<file path="config.mk">
export PLATFORM = sky130hd
export DESIGN_NAME = rlae_seq
export DESIGN_NICKNAME = d
export VERILOG_FILES = /design/src/rlae_pkg.sv /design/src/rlae_seq.sv
export SDC_FILE = /design/constraint.sdc
export NUM_CORES = 1
export LEC_CHECK = 0
export BUFFER_PORTS_ARGS = -buffer_cell sky130_fd_sc_hd__buf_2
export CAP_MARGIN = 10
export CORE_AREA = 2 2 39 41
export CTS_CLUSTER_DIAMETER = 50
export DETAILED_ROUTE_END_ITERATION = 6
export DIE_AREA = 0 0 41 43
export GPL_ROUTABILITY_DRIVEN = 0
export HOLD_SLACK_MARGIN = 0.05
export PLACE_DENSITY = 0.48
export RECOVER_POWER = 100
export REMOVE_ABC_BUFFERS = 1
export SYNTH_ARGS = -nofsm -noshare
export SYNTH_HDL_FRONTEND = slang
export SYNTH_SLANG_ARGS = --single-unit
</file>
<file path="constraint.sdc">
create_clock -name clk -period 1 [get_ports clk]
set_input_delay 0.2 -clock clk [delete_from_list [all_inputs] [get_ports clk]]
set_output_delay 0.2 -clock clk [all_outputs]
set_load 0.005 [all_outputs]
</file>
<file path="src/rlae_pkg.sv">
package rlae_pkg;

  // Result codes
  localparam logic [1:0] KIND_EVICT  = 2'd0;
  localparam logic [1:0] KIND_GRANT  = 2'd1;
  localparam logic [1:0] KIND_REJECT = 2'd2;

  // Field widths
  localparam int SIZE_W = 9;
  localparam int KIND_W = 2;
  localparam int OFF_W  = 13;
  localparam int LEN_W  = 9;
  localparam int ENT_W  = LEN_W + 1;
  localparam int CNT_W  = 6;

  // Reported evictions per request stop at this count
  localparam logic [CNT_W-1:0] EVICT_MAX = 6'd63;

  typedef enum logic [2:0] {
    ST_CLEAR,
    ST_IDLE,
    ST_LOOP,
    ST_FETCH,
    ST_EVAL
  } state_t;

  // Sequencer to datapath
  typedef struct packed {
    logic busy;
    logic clear;
    logic accept;
    logic reject;
    logic grant;
    logic wrap;
    logic eval;
  } ctrl_t;

  // Datapath to sequencer
  typedef struct packed {
    logic clr_done;
    logic size_ok;
    logic short_room;
    logic wrap_now;
  } stat_t;

endpackage

</file>
<file path="src/rlae_seq.sv">
module rlae_seq
  import rlae_pkg::*;
(
  input  logic  clk,
  input  logic  rst_n,
  input  logic  start,
  input  stat_t stat,
  output ctrl_t ctrl
);

  state_t state_r;
  state_t state_nxt;

  // Next state
  always_comb begin
    state_nxt = state_r;
    unique case (state_r)
      ST_CLEAR: begin
        if (stat.clr_done) state_nxt = ST_IDLE;
      end
      ST_IDLE: begin
        if (start && stat.size_ok) state_nxt = ST_LOOP;
      end
      ST_LOOP: begin
        if (!stat.short_room) state_nxt = ST_IDLE;
        else if (stat.wrap_now) state_nxt = ST_FETCH;
        else state_nxt = ST_EVAL;
      end
      ST_FETCH: state_nxt = ST_EVAL;
      ST_EVAL:  state_nxt = ST_LOOP;
      default:  state_nxt = ST_IDLE;
    endcase
  end

  always_ff @(posedge clk) begin
    if (!rst_n) state_r <= ST_CLEAR;
    else state_r <= state_nxt;
  end

  // Decode datapath controls
  always_comb begin
    ctrl = '0;
    ctrl.busy = 1'b1;
    unique case (state_r)
      ST_CLEAR: ctrl.clear = 1'b1;
      ST_IDLE: begin
        ctrl.busy   = 1'b0;
        ctrl.accept = start && stat.size_ok;
        ctrl.reject = start && !stat.size_ok;
      end
      ST_LOOP: begin
        ctrl.grant = !stat.short_room;
        ctrl.wrap  = stat.short_room && stat.wrap_now;
      end
      ST_FETCH: ;
      ST_EVAL:  ctrl.eval = 1'b1;
      default:  ;
    endcase
  end

endmodule

</file>
[After elaboration in Yosys (flattened, before gate mapping)]
Cells that the tools add are included.
Word-level totals
  register bits: 3
  input bits: 7
  output and inout bits: 7
  word-level logic and storage cells: 24
Cells by class
  eq/ne operators: 6
  mux-type cells: 10
  reductions and logical operators: 7
Operators by type and width (count)
  3-bit one-hot mux with 5 select lines: 1
  3-bit two-way mux: 4
  3-bit by 2-bit equality test with 1-bit output, second input constant: 2
  2-bit two-way mux: 2
  2-bit inequality test, second input constant: 2
  3-bit by 1-bit equality test with 1-bit output, second input constant: 1
  3-bit equality test, second input constant: 1
  1-bit logical AND: 3
  3-bit logical NOT: 1
  1-bit two-way mux: 3
  1-bit logical NOT: 2
  2-bit AND reduction: 1

[Logic depth before layout (Yosys ltp)]
Gate-level depths: netlist of the first run.
  word-level depth: 3
  depth in mapped cells: 4
  depth with buffers taken out: 3

[Worst setup path after synthesis of the first run]
OpenSTA, ideal clock, no wires.
  path type: register to output
  start point: reg state_r[2]
  end point: out ctrl[3] in the netlist's numbering
  data arrival time: 0.772 ns
  required time: 0.800 ns
  path slack: 0.028 ns
  stages on the path, launching flop included: 5
  buffers on the path: 1
  path through: dfxtp_1 buf_6 nor2_4 nand2_2 nor3b_2
RTL lines
  from (decl): RTL line rlae_seq.sv:11  | state_t state_r;
  from (signal assigned): RTL line rlae_seq.sv:37  | else state_r <= state_nxt;
  to (decl): RTL line rlae_seq.sv:8  | output ctrl_t ctrl

==> run_results.csv, run 1 <==
group,metric,value,unit
status,outcome,"finished with violations",
status,violations,"negative setup slack",
setup_path,worstPathRequired,0.80,ns
finish,design_area,442,µm²
global_route,antenna_found_initial,0,
route,drc,0,
finish,largest_reg_flops,3,
finish,drive_gt1_share,76.5,%
die,floorplan.initialDensity,17.6,%
route,drt-pass1-iter-count,6,
global_route,track_usage,8.23,%
finish,antenna_cells,0,
min_path,hp-class,"in2reg",
synthesis,async_flop_share,0,%
power_and_ir_drop,pwr_density_cell,1020,nW/µm²
power_and_ir_drop,pwr-share-seq,29.9,%
sta,fin_worst_skew,0.00284,ns
route,initialDrtViolationCount,1,
sta,period_share,123,%
synthesis,synth-seq-cells,3,
setup_path,end_kind,"output port",
flow_run,cap_violations,0,
sta,hold_viol,0,
placed_design,placed_area,355,µm²
global_route,grt_pass1_vias,245,
power_and_ir_drop,switching_share,26.7,%
power_and_ir_drop,switchingPower,0.120,mW
power_and_ir_drop,p_comb_share,22.4,%
synthesis,yosysUniqueCellTypes,19,
synthesis,synth_area,244,µm²
clock_tree,cts_made_buffers,3,
synthesis,synth_top_flop_cell,"dfxtp_1",
synthesis,synth.largest_area_cell,"dfxtp_1",
setup_path,path_class,"reg2out",
sta,hold_ws,0.194,ns
sta,rsz0062_at_grt,"true",
placed_design,dp_hpwl,482,µm
sta,max_freq,816,MHz
global_route,grt_max_degree,9,
finish,nNetsFinal,59,
sta,worst_pin_slew,0.215,ns
clock_tree,cts_buffer_depth,2,
synthesis,synth_area_leaders,"dfxtp_1, buf_6, o41ai_2, nor3_1, nor3b_2",
sta,maxSlewHeadroom,85.5,%
route,via_per_inst,4.19,
finish,syn_to_final_growth,81.0,%
finish,largest-register,"state_r",
synthesis,synth_edf_count,0,
die,rows,14,
setup_path,cp-start-kind,"register",
route,post_drt_wl_per_cell,8.73,µm
synthesis,syn_inst,27,
sta,drv_slew,0,
setup_path,critical_path.max_fanout,5,
power_and_ir_drop,finalPower,0.452,mW
synthesis,syn_avg_cell_area,9.04,µm²
clock_tree,clock_sinks,3,
clock_tree,cts_tree,"done",
synthesis,synth_common_cells,"buf_6, dfxtp_1, nor3_1",
sta,fin_crit,1.23,ns
power_and_ir_drop,intPower,0.331,mW
synthesis,ys_warn_count,0,
clock_tree,h-tree-depth,1,
route,wirelength,585,µm
sta,worst_slack,-0.225,ns
die,num_io_pins,14,
power_and_ir_drop,power_leakage,0.222,nW
clock_tree,insertion_delay,0.24,ns
global_route,grt_pass1_wl,890,µm
clock_tree,cts_root_buf,"clkbuf_4",
clock_tree,hold_buffers,0,
power_and_ir_drop,p_clk_share,47.7,%
setup_path,arrival,1.03,ns
clock_tree,clk_pin_slew,0.04,ns
synthesis,yosysSeqAreaShare,24.6,%
die,coreArea,1380,µm²
global_route,grt_remaining_overflow,0,
placed_design,portBuffers,13,
synthesis,netlist.area_leader.share,24.6,%
die,die-width,41,µm
power_and_ir_drop,peakVddDrop,0.255,mV
die,die_area,1760,µm²
finish,top_regs,"state_r (3)",
placed_design,dp_slack,-0.0962,ns
die,die_h,43,µm
route,ant_nets,0,
route,vias,281,
sta,setup_violations,7,
==> stage by stage <==
step | util [%] | cells | TNS, ns
global route | 31.9 | 67 | -1.82
global placement | 25.7 | 61 | -0.524
finish | 31.9 | 67 | -1.38
detailed placement | 25.7 | 61 | -0.454
CTS | 30.4 | 66 | -1.32
floorplan | - | 24 | -0.0347
==> area by class of cell <==
type	instances	area, µm²
Multi-Input combinational cell	20	173
Inverter	1	3.75
Sequential cell	3	71.3
Clock buffer	4	26.3
Fill cell	155	942
Tap cell	16	20.0
Timing Repair Buffer	23	148
==> worst max-delay path: stages, from the launching register on <==
cell and delay (ns):
dfxtp_4 0.37, buf_4 0.14, nor3b_2 0.15, buf_2 0.13
==> repair_timing <==
item                                    in CTS  in global routing
resized for setup                           10                  4
endpoints found under the setup margin      10                  9
pin swaps                                    4                  3
setup buffers                                1                  1
==> power groups by stage <==
stage | clock network [mW] | registers [mW] | logic (mW)
after global routing | 0.240 | 0.136 | 0.112
after CTS | 0.225 | 0.136 | 0.0981
after global placement | 0 | 0.140 | 0.0888
after floorplan | 0 | 0.142 | 0.0311
final | 0.215 | 0.135 | 0.101
after detailed placement | 0 | 0.140 | 0.0890
==> path summary, 6_finish.rpt <==
path / from / endpoint / slack (ns) / cells after the start
setup / recovery: state_r[2] / ctrl[0] / -0.23 / 3
hold / removal: rst_n / state_r[0] / 0.19 / 3
setup reg to reg: state_r[1] / state_r[1] / 0.01 / 4
hold reg to reg: state_r[2] / state_r[2] / 0.58 / 2
==> layout by cell type (no fill, tap or decap) <==
cell type and count:
buf_2 13, buf_4 8, nor3_2 3, clkbuf_4 3, dfxtp_4 3, nand3_1 2, nor3b_2 2, nand2_1 2
buf_6 2, nor2_4 1, nand2_2 1, nor4b_2 1, nand3_2 1, o22ai_1 1, o21ai_1 1, o211a_1 1
inv_1 1, nand2b_1 1, o41ai_2 1, a31oi_1 1, a211oi_1 1, clkbuf_1 1
==> layer usage <==
metal | vias up | routed length (µm) | GRT usage, %
met4 | 0 | 21 | 10.0
met2 | 10 | 286 | 10.9
met3 | 2 | 43 | 3.14
li1 | 148 | - | -
met1 | 121 | 234 | 8.36
met5 | - | 0 | 0
==> logic make-up (layout without fill, tap and decap cells) <==
group	count (synthesis)	count (layout)	share of synthesized area [%]
simple gates	14	14	39.0
flops	3	3	24.6
compound gates	6	6	21.0
buf+inv	4	28	15.4
Note: power is estimated with default switching activity, not from simulation.
==> run 2, diff against run 1 <==
ABC_AREA = 1   (was default)
PLACE_DENSITY = 0.47   (was 0.48)
==> run 2 against run 1 <==
  * The run still ends with negative setup slack left
  * Clock power decreased by 2%
  * Clock-buffer cell count is the same
  * Worst hold slack improved by 0.062 ns
  * Global-route usage up 0.89 points
  * First-iteration DRC count fell by 100%
  * Largest power group unchanged
==> run_results.csv, run 2 <==
group,metric,value,unit
setup_path,ff2ff_path_depth,7,
setup_path,cp_top_family,"flip-flops",
finish,layout_common_cells,"buf_2, nand2_1, inv_1, buf_4",
setup_path,slowest_delay,0.35,ns
power_and_ir_drop,power_leakage,0.233,nW
synthesis,synth_common_cells,"nand2_1, inv_1, nor2_1",
finish,largest-register,"state_r",
setup_path,critical_path.max_fanout,4,
route,ant_nets,0,
global_route,grt_max_degree,7,
global_route,busiest_layer,"met2",
clock_tree,clk_pin_slew,0.04,ns
setup_path,r2r_slack,-0.09,ns
setup_path,end_kind,"output port",
setup_path,critPathBufInv,2,
synthesis,yosysUniqueCellTypes,13,
setup_path,reg2reg_to,"state_r[1]",
finish,seqCellArea,71.3,µm²
clock_tree,cts_buffer_depth,2,
finish,antenna_cells,0,
synthesis,synth.largest_area_cell,"dfxtp_1",
route,drt-pass1-iter-count,1,
power_and_ir_drop,peakVddDrop,0.350,mV
placed_design,placed_area,334,µm²
synthesis,syn_inst,37,
power_and_ir_drop,switching_share,27.6,%
finish,final_common_cell,"buf_2",
sta,drv_slew,0,
route,post_drt_wl_per_cell,8.63,µm
die,num_io_pins,14,
die,die_h,43,µm
min_path,hp-class,"in2reg",
finish,stdcell_count,76,
setup_path,path_class,"reg2out",
power_and_ir_drop,p_comb_share,24.8,%
sta,hold_ws,0.256,ns
power_and_ir_drop,switchingPower,0.126,mW
route,vias,316,
setup_path,arrival,1.00,ns
finish,nNetsFinal,68,
setup_path,rr_startpoint,"state_r[1]",
placed_design,dp_slack,-0.0638,ns
power_and_ir_drop,pwr_density_cell,1080,nW/µm²
synthesis,synth_area_leaders,"dfxtp_1, nand2_1, nand4_1, nand3_2, inv_1",
placed_design,portBuffers,13,
synthesis,netlist.area_leader.share,26.5,%
clock_tree,insertion_delay,0.23,ns
min_path,hold-path-endpoint,"state_r[0]",
finish,design_area,423,µm²
die,floorplan.initialDensity,16.4,%
setup_path,slowest_stage,"dfxtp_4",
finish,fill_cells,170,
sta,hold_viol,0,
die,die_area,1760,µm²
power_and_ir_drop,intPower,0.330,mW
finish,top_regs,"state_r (3)",
clock_tree,hold_buffers,0,
synthesis,synth.most_common_cell,"nand2_1",
synthesis,syn_avg_cell_area,6.12,µm²
min_path,hp-start,"rst_n",
power_and_ir_drop,p_clk_share,46.1,%
finish,fin_util,30.6,%
clock_tree,h-tree-depth,1,
finish,drive_gt1_share,58.3,%
global_route,met3_usage,1.57,%
power_and_ir_drop,pwr-share-seq,29.1,%
finish,multi_input_area,156,µm²
min_path,holdPathStages,5,
setup_path,worstPathCellList,"inv_4 -> nand3_4 -> nor3b_2 -> buf_2",
synthesis,synth_edf_count,0,
route,wirelength,656,µm
synthesis,async_flop_share,0,%
sta,setup_violations,10,
status,outcome,"finished with violations",
sta,worst_slack,-0.198,ns
clock_tree,cts_tree,"done",
placed_design,dp.cells,69,
route,initialDrtViolationCount,0,
flow_run,cap_violations,0,
synthesis,synth-seq-cells,3,
global_route,gr-usage-met1,8.65,%
global_route,grt_pass1_vias,299,
synthesis,synth_top_flop_cell,"dfxtp_1",
global_route,use_met2,15.3,%
sta,rsz0062_at_grt,"true",
finish,syn_to_final_growth,86.7,%
clock_tree,clock_sinks,3,
setup_path,cp-start-kind,"register",
finish,largest_reg_flops,3,
sta,fin_crit,1.20,ns
die,die-width,41,µm
setup_path,worstPathRequired,0.80,ns
clock_tree,cts_root_buf,"clkbuf_4",
sta,period_share,120,%
route,via_per_inst,4.16,
sta,max_freq,835,MHz
clock_tree,cts_made_buffers,3,
synthesis,yosysSeqAreaShare,26.5,%
global_route,grt_remaining_overflow,0,
status,violations,"negative setup slack",
global_route,track_usage,9.13,%
die,rows,14,
synthesis,ys_warn_count,0,
sta,maxSlewHeadroom,88.8,%
global_route,antenna_found_initial,0,
synthesis,synth_area,226,µm²
sta,fin_worst_skew,0.0000528,ns
die,coreArea,1380,µm²
sta,worst_pin_slew,0.166,ns
route,drc,0,
global_route,grt_pass1_wl,1.06,mm
placed_design,dp_hpwl,515,µm
-- run 2: layout make-up --
type,count,share of cell area (%)
repair buffers,19,26.9
clock buffers,4,6.21
flip-flops and latches,3,16.9
inverters,8,8.28
well taps,16,4.73
multi-input cells,26,37.0
-- run 2: tightest hold or removal path, delay by kind of cell --
kind | cells | cell delay, ns
buf+inv | 3 | 0.17
simple gates | 2 | 0.09
-- run 2: metal layers --
layer | share of wire [%] | up-vias
met3 | 9.5 | 0
li1 | - | 166
met2 | 52 | 11
met5 | 0 | -
met4 | 0 | 0
met1 | 38 | 139
-- run 2: through the flow --
step	TNS [ns]	power [mW]
after CTS	-1.53	0.471
after global routing	-2.00	0.501
final	-1.30	0.456
after floorplan	0	0.187
after global placement	-0.148	0.231
after detailed placement	-0.217	0.231
-- run 2: cell families after synthesis --
kind of cell | share of synthesized area (%)
buffers and inverters | 13.3
DFF | 26.5
and+or+nand+nor | 60.2
-- run 2: worst max path at each step --
stage	startpoint	to	cells after the start
global route	state_r[1]	ctrl[1]	5
CTS	state_r[1]	ctrl[1]	5
detailed placement	state_r[2]	ctrl[3]	4
finish	state_r[1]	ctrl[3]	4
floorplan	state_r[0]	ctrl[3]	2
global placement	state_r[0]	ctrl[3]	3
-- run 2: what timing repair did --
item,CTS,global route
endpoints found under the setup margin,10,10
pin swaps,1,1
buffers inserted,4,0
resized for setup,10,3
-- run 2: power by group through the flow --
| stage | clock, mW | combinational [mW] | sequential, mW |
|---|---|---|---|
| 3_5_place_dp | 0 | 0.0957 | 0.135 |
| 6_report | 0.210 | 0.113 | 0.133 |
| 5_1_grt | 0.238 | 0.128 | 0.134 |
| 4_1_cts | 0.222 | 0.114 | 0.135 |
| 3_3_place_gp | 0 | 0.0962 | 0.135 |
| 2_1_floorplan | 0 | 0.0534 | 0.134 |
